`src/rtl/vqcb_pkg.sv`:
```
// ----------------------------------------------------------------------------
// vqcb_pkg
// Shared constants and types of the vector codebook: table geometry, field
// widths, wildcard and no-match codes, and the structs between the scan
// control and the distance datapath.
// ----------------------------------------------------------------------------
package vqcb_pkg;

  localparam int unsigned ENTRIES        = 256;
  localparam int unsigned IDX_W          = $clog2(ENTRIES);
  localparam int unsigned USED_W         = $clog2(ENTRIES + 1);
  localparam int unsigned BYTES_PER_BEAT = 8;
  localparam int unsigned VECTOR_BYTES   = 64;
  localparam int unsigned BEATS          = VECTOR_BYTES / BYTES_PER_BEAT;
  localparam int unsigned BEAT_W         = $clog2(BEATS);
  localparam int unsigned CHUNK_W        = 64;
  localparam int unsigned ROW_W          = 8 * BYTES_PER_BEAT;
  localparam int unsigned TAG_W          = 8;
  localparam int unsigned DIST_W         = 14;
  localparam int unsigned ROWSUM_W       = 11;
  localparam int unsigned CNT_W          = 32;
  localparam int unsigned ADDR_W         = 3;
  localparam int unsigned DATA_W         = 32;

  localparam logic [TAG_W-1:0]  WILDCARD_TAG  = 8'hFF;
  localparam logic [DIST_W-1:0] NO_MATCH_DIST = 14'd16321;

  // Register index decoded from paddr[2]
  localparam logic REG_THRESHOLD = 1'b0;

  typedef struct packed {
    logic             vld;
    logic             last;
    logic [IDX_W-1:0] idx;
  } scan_ctl_t;

  typedef struct packed {
    logic              busy;
    logic              have;
    logic [IDX_W-1:0]  idx;
    logic [DIST_W-1:0] distance;
  } best_t;

endpackage

```
`src/rtl/vqcb_dist.sv`:
```
// ----------------------------------------------------------------------------
// vqcb_dist
// Distance datapath: per-row L1 sum of eight byte differences, accumulation
// over the rows of one entry, and tracking of the nearest compatible entry.
// ----------------------------------------------------------------------------
module vqcb_dist (
  input  logic                       clk,
  input  logic                       rst_n,
  input  logic                       start,
  input  vqcb_pkg::scan_ctl_t        issue,
  input  logic [vqcb_pkg::ROW_W-1:0] probe_row,
  input  logic [vqcb_pkg::ROW_W-1:0] entry_row,
  input  logic [vqcb_pkg::TAG_W-1:0] entry_tag,
  input  logic [vqcb_pkg::TAG_W-1:0] probe_tag,
  output vqcb_pkg::best_t            best
);
  import vqcb_pkg::*;

  scan_ctl_t             s1_r, s2_r;
  logic [ROW_W-1:0]      prow_r;
  logic [ROWSUM_W-1:0]   rowsum, rowsum_r;
  logic                  compat, compat_r;
  logic [7:0]            diff [BYTES_PER_BEAT];
  logic [DIST_W-1:0]     acc_r, total;
  logic                  have_r;
  logic [IDX_W-1:0]      best_idx_r;
  logic [DIST_W-1:0]     best_dist_r;

  // Byte differences and row sum, aligned with RAM read data
  always_comb begin
    rowsum = '0;
    for (int k = 0; k < BYTES_PER_BEAT; k++) begin
      diff[k] = (prow_r[8*k +: 8] > entry_row[8*k +: 8]) ?
                (prow_r[8*k +: 8] - entry_row[8*k +: 8]) :
                (entry_row[8*k +: 8] - prow_r[8*k +: 8]);
      rowsum  = rowsum + ROWSUM_W'(diff[k]);
    end
  end

  assign compat = (entry_tag == WILDCARD_TAG) || (probe_tag == WILDCARD_TAG) ||
                  (entry_tag == probe_tag);

  assign total = acc_r + DIST_W'(rowsum_r);

  // Advance the two pipeline stages
  always_ff @(posedge clk) begin
    if (!rst_n) begin
      s1_r <= '0;
      s2_r <= '0;
    end else begin
      s1_r <= issue;
      s2_r <= s1_r;
    end
    prow_r   <= probe_row;
    rowsum_r <= rowsum;
    compat_r <= compat;
  end

  // Accumulate and keep the nearest entry; strict compare keeps lowest index
  always_ff @(posedge clk) begin
    if (!rst_n || start) begin
      acc_r       <= '0;
      have_r      <= 1'b0;
      best_idx_r  <= '0;
      best_dist_r <= NO_MATCH_DIST;
    end else if (s2_r.vld) begin
      acc_r <= s2_r.last ? '0 : total;
      if (s2_r.last && compat_r && (!have_r || total < best_dist_r)) begin
        have_r      <= 1'b1;
        best_idx_r  <= s2_r.idx;
        best_dist_r <= total;
      end
    end
  end

  assign best.busy     = s1_r.vld || s2_r.vld;
  assign best.have     = have_r;
  assign best.idx      = best_idx_r;
  assign best.distance = best_dist_r;

endmodule

```
`config.mk`:
```
export PLATFORM = sky130hd
export DESIGN_NAME = vqcb_dist
export DESIGN_NICKNAME = d
export VERILOG_FILES = /design/src/rtl/vqcb_pkg.sv /design/src/rtl/vqcb_dist.sv
export SDC_FILE = /design/constraint.sdc
export NUM_CORES = 1
export LEC_CHECK = 0
export ABC_AREA = 1
export CAP_MARGIN = 20
export CORE_MARGIN = 5
export CORE_UTILIZATION = 50
export CTS_BUF_LIST = sky130_fd_sc_hd__clkbuf_4
export CTS_CLUSTER_SIZE = 28
export DETAILED_ROUTE_END_ITERATION = 10
export DONT_BUFFER_PORTS = 1
export GPL_TIMING_DRIVEN = 0
export PLACE_DENSITY = 0.72
export SETUP_SLACK_MARGIN = 0.4
export SYNTH_ARGS = -nofsm -noshare
export SYNTH_HDL_FRONTEND = slang
export SYNTH_SLANG_ARGS = --single-unit
```
`constraint.sdc`:
```
create_clock -name clk -period 5.5 [get_ports clk]
set_input_delay 1.1 -clock clk [delete_from_list [all_inputs] [get_ports clk]]
set_output_delay 1.1 -clock clk [all_outputs]
set_load 0.02 [all_outputs]
```
# Yosys cells after proc, flatten, opt, wreduce, memory -nomap -nowiden
# Index checks and enable logic that the tools add are counted.
# classes
addsub	24
magnitude_cmp	9
n_eq_ne	3
muxes	9
reduce_logical	10
# ops
cell	count
8-bit subtractor	16
8-bit greater-than comparator	8
8-bit 2-to-1 mux	8
11-bit by 8-bit adder with 11-bit output	4
8-bit equality test, second input constant	2
14-bit by 11-bit adder with 14-bit output	1
14-bit less-than comparator	1
14-bit 2-to-1 mux	1
10-bit by 8-bit adder with 11-bit output	1
9-bit by 8-bit adder with 10-bit output	1
8-bit by 8-bit adder with 9-bit output	1
8-bit equality test	1
1-bit logical OR	5
1-bit logical AND	2
1-bit zero test	2
2-bit AND reduction	1
# totals
reg_bits	133
in_bits	157
out_inout_bits	24
elab_cells	68

# Longest topological paths before layout
# Gate-level depths: netlist of the first run.
# depth
ltp_word	9
mapped_depth	29

# Worst setup path after synthesis of the first run
# No wires, ideal clock.
# synth_path
path_kind	input to register
startpoint	input port entry_row[40] in the netlist's numbering
endpoint	register rowsum_r[8]
setup_time_ns	0.072
arrival_ns	5.572
required_ns	5.428
slack_ns	-0.144
cell_stages	25
cell_sequence	ha_1 > inv_1 > fa_1 > nand2_1 > nand2_1 > nand2_1 > nand2_1 > nand2_1 > buf_2 > nand3_1 > o21ai_1 > fa_1 > fa_1 > fa_1 > inv_1 > fa_1 > inv_1 > ha_1 > fa_1 > nand3_1 > nand2_1 > a21oi_1 > nor2_1 > nor2_1 > xnor2_1
# synth_via
elab_chain_len	5
elab_cells_between_ends	7
# synth_lines
item	line_no	source
from (decl)	vqcb_dist.sv:12	input logic [vqcb_pkg::ROW_W-1:0] entry_row,
8-bit subtractor (tied with other cells)	vqcb_dist.sv:35	(entry_row[8*k +: 8] - prow_r[8*k +: 8]);
8-bit 2-to-1 mux (*)	vqcb_dist.sv:33	diff[k] = (prow_r[8*k +: 8] > entry_row[8*k +: 8]) ?
11-bit by 8-bit adder with 11-bit output (*) (3 in a row)	vqcb_dist.sv:36	rowsum = rowsum + ROWSUM_W'(diff[k]);
named net rowsum[8]	vqcb_dist.sv:21	logic [ROWSUM_W-1:0] rowsum, rowsum_r;
to (signal assigned)	vqcb_dist.sv:55	rowsum_r <= rowsum;
to (decl)	vqcb_dist.sv:21	
# Mark *: on every way through the listed nets, which the timed path passes. The rest lies on a longest branch.
# A chain may end at the register's enable or synchronous reset.

# Worst setup path in the final report of the first run
# layout_path
startpoint	input port entry_row[21] in the netlist's numbering
endpoint	register rowsum_r[8]
# layout_via
elab_chain_len	8
elab_cells_between_ends	10
# layout_lines
item	line_no
8-bit subtractor (tied with other cells)	vqcb_dist.sv:35
8-bit 2-to-1 mux (*)	vqcb_dist.sv:33
9-bit by 8-bit adder with 10-bit output (*)	vqcb_dist.sv:36
10-bit by 8-bit adder with 11-bit output (*)	vqcb_dist.sv:36
11-bit by 8-bit adder with 11-bit output (*) (4 in a row)	vqcb_dist.sv:36
named net rowsum[8]	vqcb_dist.sv:21
# Marked as above.

==> out/metrics.cfg, run 1 <==
[timing]
rsz0062_at_grt = true
fmax_mhz = 200
setup_viol = 0
finClkSkew_ns = 0.0378
period_share_pct = 90.9
maxSlewViolCount = 0
worst_pin_slew_ns = 0.516
layout_min_cycle_time_ns = 5.00
finalHoldViolCount = 0
slew_headroom_pct = 65.6

[power]
seqPwrFrac_pct = 14.6
combPwrFrac_pct = 76.4
power_density_mw_per_mm2 = 574
clkPwrFrac_pct = 9.0
leakage_uw = 0.00751
netSwitchingFraction_pct = 48.5
power_uw = 8120
vdd_drop_max_v = 0.00103
p_int_uw = 4180
power.switching_uw = 3940

[critical_path]
cp_max_fo = 6
cp_data_arrival_time_ns = 5.50
crit_path_start_kind = input port
required_ns = 6.00
crit_type = in -> reg
critPathCaptureType = register

[synthesis]
synth_cell_types = 41
yosysWarnings = 0
synth_top_area_cell = dfxtp_1
synth.most_common_cell = nand2_1
seq_area_frac_synth_pct = 21.4
synthFlopType = dfxtp_1
synth_area_leaders = dfxtp_1, ha_1, nand2_1
async_flop_share_pct = 0
syn-cell-area_mm2 = 0.0124
synth_top_cell_area_share_pct = 21.4
yosys_register_bits = 133
syn_inst = 1734
synthTopCellsByCount = nand2_1, inv_1, ha_1, dfxtp_1, a21oi_1
syn-mean-instance-area_um2 = 7.16
synth-edff-count = 0
synth_fp_nets = 2110

[route]
drtPass1Iterations = 4
vias = 10467
postRouteAntennaNets = 0
drc = 0
wire_per_inst_um = 13.4
first_iter_violations = 461
routed_via_density = 4.92
postRouteWirelength_mm = 28.4

[place]
dpl_cell_area_mm2 = 0.0131
dpl.hpwl_mm = 23.2
dp.cells = 2058
portBuffers = 0
gp_congestion = 0.890

[clock_tree]
clkSinkCount = 133
cts_tree = yes
hold_buffers = 0
numCtsBuffers = 17
cts-root-buf = clkbuf_4
htreeDepth = 4
clkTransAtPathRegs_ns = 0.16
clock_path_buffers = 2
clk_latency_ns = 0.60

[run]
cap_viol_max_count = 0

[die]
dieArea_mm2 = 0.0281
chipWidth_um = 168
core-area_mm2 = 0.0244
start_util_pct = 50.9
rows = 57
die_h_um = 168
io-pin-count = 181

[global_route]
grt_usage_pct = 19.6
antenna_found_initial = 4
grt_overflow = 0
grt_pass1_vias = 10225
grt_pass1_wl_mm = 46.1
grt_start_max_net_pins = 17

[cells_and_area]
drive_gt1_share_pct = 16.8
nets = 2165
final_area_mm2 = 0.0141
syn_to_final_growth_pct = 13.9
instances_no_fill = 2128
nFillCells = 2248
multiInputGateArea_mm2 = 0.00870
regArea_mm2 = 0.00267

[min_path]
hp-class = reg -> reg

[status]
status = complete, no violations

==> routing by layer <==
layer / wire length [um] / up-vias / global-route usage, %
met1: 12000 / 4784 / 23.7
met5: 34 / - / 0
met4: 648 / 6 / 6.10
met3: 1600 / 51 / 4.83
met2: 14100 / 208 / 34.3
li1: - / 5418 / -
==> worst max-delay path: stages <==
cell     delay (ns)
inv_1          0.02
ha_1           0.28
buf_6          0.12
nand2_2        0.07
nor3_4         0.21
nand4_1        0.17
nand2_4        0.14
o21ai_2        0.08
fa_1           0.56
inv_2          0.05
fa_1           0.47
fa_1           0.51
inv_1          0.05
fa_1           0.51
inv_2          0.05
ha_4           0.16
fa_2           0.40
nand3_2        0.08
nand2_2        0.07
a21oi_2        0.11
nor2_1         0.05
nor2_1         0.11
xnor2_1        0.12
==> state kept, by name, indices dropped and copies added, names as in the netlist <==
name         count
best_dist_r     14
acc_r           14
compat_r         1
prow_r          64
s2_r            10
rowsum_r        11
best_idx_r       8
have_r           1
s1_r            10
==> stage by stage <==
| stage | utilization [%] | hold slack (ns) | TNS (ns) | setup WS, ns |
|---|---|---|---|---|
| 6_report | 58.0 | 0.389 | 0 | 0.501 |
| 5_1_grt | 58.0 | 0.411 | 0 | 0.328 |
| 4_1_cts | 54.9 | 0.383 | 0 | 0.401 |
| 3_5_place_dp | 53.6 | 0.395 | -0.691 | -0.353 |
| 3_3_place_gp | 53.6 | 0.394 | -0.447 | -0.275 |
| 2_1_floorplan | - | 0.390 | 0 | 0.102 |
==> cell usage in the layout, fill, tap and decap left out, drive strengths merged, types with 2 or more instances in the layout <==
cell	instances
a31oi	7
nor2	64
o21bai	6
fa	64
a21o	7
o21a	8
clkbuf	26
o211ai	12
inv	386
xor2	67
nand3	70
dfxtp	133
ha	155
a21oi	132
clkinv	5
or2	7
nand4	30
nor3	5
a21boi	2
xnor2	32
o21ai	45
diode	2
buf	71
nand2	462
==> path summary, 6_finish.rpt <==
path / startpoint / end / slack, ns / cells past startpoint
worst min-delay path: s1_r[0]$_SDFF_PN0_ / s2_r[0]$_SDFF_PN0_ / 0.39 / 2
worst max register to register: prow_r[40]$_DFF_P_ / rowsum_r[8]$_DFF_P_ / 0.57 / 25
worst min register to register: s1_r[0]$_SDFF_PN0_ / s2_r[0]$_SDFF_PN0_ / 0.39 / 2
worst max-delay path: entry_row[21] / rowsum_r[8]$_DFF_P_ / 0.50 / 23
==> layout make-up <==
cell class | count | share of cell area (%)
Antenna cell | 2 | 0.0354
Sequential cell | 133 | 18.8
Timing Repair Buffer | 36 | 1.89
Buffer | 44 | 2.55
Clock buffer | 17 | 0.902
Tap cell | 324 | 2.87
Multi-Input combinational cell | 1179 | 61.5
Inverter | 378 | 10.1
Clock inverter | 15 | 1.28
==> kinds of logic (layout without fill, tap and decap cells) <==
| family | after synthesis | count (layout) | share of synthesized area (%) |
|---|---|---|---|
| AOI/OAI and AO/OA | 221 | 221 | 9.78 |
| and+or+nand+nor | 639 | 639 | 22.2 |
| DFF | 133 | 133 | 21.4 |
| other | 0 | 2 | 0 |
| xor gates and xnor gates | 99 | 99 | 7.16 |
| buffers and inverters | 422 | 490 | 13.4 |
| muxes | 1 | 1 | 0.0806 |
| adders and majority gates | 219 | 219 | 25.9 |
==> power groups by stage <==
stage,Clock [uW],Sequential (uW),Combinational (uW)
floorplan,0,1190,4540
global placement,0,1200,5430
detailed placement,0,1200,5590
CTS,756,1180,5610
global route,790,1200,7030
finish,729,1190,6200
==> what timing repair did <==
action / 4_1_cts / 5_1_grt
pin swaps: 1 / 55
setup endpoints to repair: 1 / 5
gates cloned: 0 / 1
resized for setup: 3 / 145
buffers inserted: 1 / 34
Note: power is estimated with default switching activity, not from simulation.
==> run 2: changes to the inputs <==
--- a/config.mk
+++ b/config.mk
@@ -15,6 +15,7 @@
 export DONT_BUFFER_PORTS = 1
 export GPL_TIMING_DRIVEN = 0
 export PLACE_DENSITY = 0.72
+export REMOVE_ABC_BUFFERS = 1
 export SETUP_SLACK_MARGIN = 0.4
 export SYNTH_ARGS = -nofsm -noshare
 export SYNTH_HDL_FRONTEND = slang
==> run 2 against run 1 <==
Global-route usage is 0.12 points lower. Flip-flop and latch count stayed put. Via count is 2.0% lower. Combinational power is 3.2% higher. Sequential share of layout area is 0.098 points higher. Total power is 3.6% higher. Largest power group unchanged. Highest routed layer is now met4.
==> out/metrics.cfg, run 2 (synthesis gave the netlist of run 1 again) <==
[status]
status = complete, no violations  ; unchanged

[critical_path]
cp_data_arrival_time_ns = 5.56  ; was 5.50 ns
crit_type = in -> reg  ; unchanged
required_ns = 5.98  ; was 6.00 ns
r2r-start = prow_r[32]$_DFF_P_  ; was prow_r[40]$_DFF_P_
worst_path_largest_cell_delay_ns = 0.54  ; was 0.56 ns
r2r_setup_slack_ns = 0.55  ; was 0.57 ns
critPathCaptureType = register  ; unchanged
rr_worst_depth = 27  ; was 25
cp_max_fo = 6  ; unchanged
path_cells = inv_1, ha_1, inv_2, o21bai_1, a31oi_1, nand2_2, nand2_4, nand3_4, o21ai_4, fa_2, fa_1, fa_1, inv_2, fa_1, inv_2, ha_4, fa_2, nand3_2, nand2_4, a21oi_2, nor2_1, nor2_1, xnor2_1  ; was inv_1, ha_1, buf_6, nand2_2, nor3_4, nand4_1, nand2_4, o21ai_2, fa_1, inv_2, fa_1, fa_1, inv_1, fa_1, inv_2, ha_4, fa_2, nand3_2, nand2_2, a21oi_2, nor2_1, nor2_1, xnor2_1
reg2reg_to = rowsum_r[8]$_DFF_P_  ; unchanged
crit_path_start_kind = input port  ; unchanged
slowest_stage = fa_1  ; unchanged

[route]
first_iter_violations = 400  ; was 461
postRouteAntennaNets = 0  ; unchanged
routed_via_density = 4.91  ; was 4.92
drc = 0  ; unchanged
vias = 10254  ; was 10,467
postRouteWirelength_mm = 28.4  ; about the same
drtPass1Iterations = 6  ; was 4
wire_per_inst_um = 13.6  ; was 13.4 um

[timing]
setup_viol = 0  ; unchanged
maxSlewViolCount = 0  ; unchanged
period_share_pct = 92.3  ; was 90.9%
finalHoldViolCount = 0  ; unchanged
holdWs_ns = 0.422  ; was 0.389 ns
rsz0062_at_grt = true  ; unchanged
worst_pin_slew_ns = 1.09  ; was 0.516 ns
setup-tns-final_ns = 0  ; unchanged
layout_min_cycle_time_ns = 5.07  ; was 5.00 ns
fmax_mhz = 197  ; was 200 MHz
slew_headroom_pct = 26.8  ; was 65.6%
finClkSkew_ns = 0.0266  ; was 0.0378 ns

[die]
chipWidth_um = 168  ; unchanged
rows = 57  ; unchanged
start_util_pct = 50.9  ; unchanged
dieArea_mm2 = 0.0281  ; unchanged
core-area_mm2 = 0.0244  ; unchanged
die_h_um = 168  ; unchanged
io-pin-count = 181  ; unchanged

[place]
dp.cells = 2014  ; was 2,058
gp_congestion = 0.895  ; was 0.890
portBuffers = 0  ; unchanged
dpl.hpwl_mm = 22.4  ; was 23.2 mm

[cells_and_area]
syn_to_final_growth_pct = 13.2  ; was 13.9%
nFillCells = 2233  ; was 2,248
drive_gt1_share_pct = 15.8  ; was 16.8%
instances_no_fill = 2089  ; was 2,128
layout_commonest_cell = nand2_1  ; unchanged
layout_common_cells = nand2_1, inv_1, dfxtp_1  ; unchanged
nets = 2127  ; was 2,165
reg_top3 = prow_r x64, acc_r x14, best_dist_r x14  ; unchanged
largest_reg_flops = 64  ; unchanged
top_register = prow_r  ; unchanged

[global_route]
grt_pass1_wl_mm = 46.0  ; was 46.1 mm
grt_start_max_net_pins = 35  ; was 17
grt_usage_pct = 19.5  ; was 19.6%
grt_pass1_vias = 10024  ; was 10,225
grt_overflow = 0  ; unchanged
antenna_found_initial = 1  ; was 4

[clock_tree]
clkTransAtPathRegs_ns = 0.13  ; was 0.16 ns
cts-root-buf = clkbuf_4  ; unchanged
cts_tree = yes  ; unchanged
clk_latency_ns = 0.57  ; was 0.60 ns
htreeDepth = 4  ; unchanged
clkSinkCount = 133  ; unchanged
hold_buffers = 0  ; unchanged
numCtsBuffers = 17  ; unchanged
clock_path_buffers = 2  ; unchanged

[power]
seqPwrFrac_pct = 14.1  ; was 14.6%
power_density_mw_per_mm2 = 598  ; was 574 mW/mm2
power.switching_uw = 3960  ; was 3940 uW
leakage_uw = 0.00733  ; was 0.00751 uW
clkPwrFrac_pct = 9.8  ; was 9.0%
vdd_drop_max_v = 0.00107  ; was 0.00103 V
netSwitchingFraction_pct = 47.1  ; was 48.5%
combPwrFrac_pct = 76.1  ; was 76.4%
p_int_uw = 4450  ; was 4180 uW

[min_path]
hold_end = s2_r[1]$_SDFF_PN0_  ; was s2_r[0]$_SDFF_PN0_
hp-start = s1_r[1]$_SDFF_PN0_  ; was s1_r[0]$_SDFF_PN0_
hp-class = reg -> reg  ; unchanged
hold_depth = 2  ; unchanged

[run]
cap_viol_max_count = 0  ; unchanged

-- run 2: cell types whose count changed in the layout (fill, tap and decap cells not counted), sizes merged --
| cell | delta |
|---|---|
| inv | -7 |
| clkinvlp | +2 |
| bufinv | +4 |
| buf | -29 |
| clkinv | +1 |
| clkbuf | -9 |
| diode | -1 |
-- run 2: worst max path at each step --
| stage | from | to | slack, ns | cells after the start |
|---|---|---|---|---|
| after floorplan | entry_row[40] | rowsum_r[8]$_DFF_P_ | -0.14 | 24 |
| after global placement | entry_row[40] | rowsum_r[8]$_DFF_P_ | -0.71 | 24 |
| after detailed placement | entry_row[40] | rowsum_r[8]$_DFF_P_ | -0.70 | 24 |
| after CTS | entry_row[16] | rowsum_r[8]$_DFF_P_ | 0.39 | 24 |
| after global routing | entry_row[47] | rowsum_r[8]$_DFF_P_ | 0.32 | 23 |
| final | entry_row[47] | rowsum_r[8]$_DFF_P_ | 0.43 | 23 |
-- run 2: critical path: cells and delay by family --
kind                       cells  cell delay, ns
xor gates and xnor gates       1            0.12
buffers and inverters          4            0.22
and+or+nand+nor                7            0.65
adders and majority gates      7            2.91
AOI/OAI and AO/OA              4            0.52
-- run 2: routing by layer --
layer,share of wire (%),routed length (um),vias to the layer above,track usage [%]
li1,-,-,5342,-
met1,43,12300,4670,24.2
met2,50,14200,205,34.0
met3,5.2,1490,37,4.81
met4,1.5,422,0,4.87
met5,0,0,-,0
-- run 2: power groups by stage --
stage | Sequential [uW] | Combinational (uW) | Clock (uW)
2_1_floorplan | 1190 | 3880 | 0
3_3_place_gp | 1200 | 4720 | 0
3_5_place_dp | 1200 | 4840 | 0
4_1_cts | 1180 | 5200 | 848
5_1_grt | 1190 | 7250 | 890
6_report | 1180 | 6400 | 822
-- run 2: final cells by class --
| cell class | count | area, um2 | area share [%] |
|---|---|---|---|
| Clock inverter | 15 | 229 | 1.63 |
| Timing Repair Buffer | 42 | 335 | 2.39 |
| Multi-Input combinational cell | 1179 | 8860 | 63.1 |
| Sequential cell | 133 | 2660 | 18.9 |
| Antenna cell | 1 | 2.50 | 0.0178 |
| Clock buffer | 17 | 128 | 0.908 |
| Tap cell | 324 | 405 | 2.88 |
| Inverter | 378 | 1430 | 10.2 |
-- run 2: repair_timing --
action / 4_1_cts / 5_1_grt
setup buffers: 11 / 30
pin swaps: 23 / 70
endpoints found under the setup margin: 7 / 7
gates resized for setup: 63 / 129
-- run 2: stage by stage --
step	total power, uW	cell area, um2	utilization [%]	setup slack, ns
4_1_cts	7230	13200	54.3	0.395
2_1_floorplan	5070	12200	-	-0.143
3_3_place_gp	5920	12600	51.6	-0.706
5_1_grt	9330	14100	57.6	0.316
6_report	8410	14100	57.6	0.425
3_5_place_dp	6040	12600	51.6	-0.702
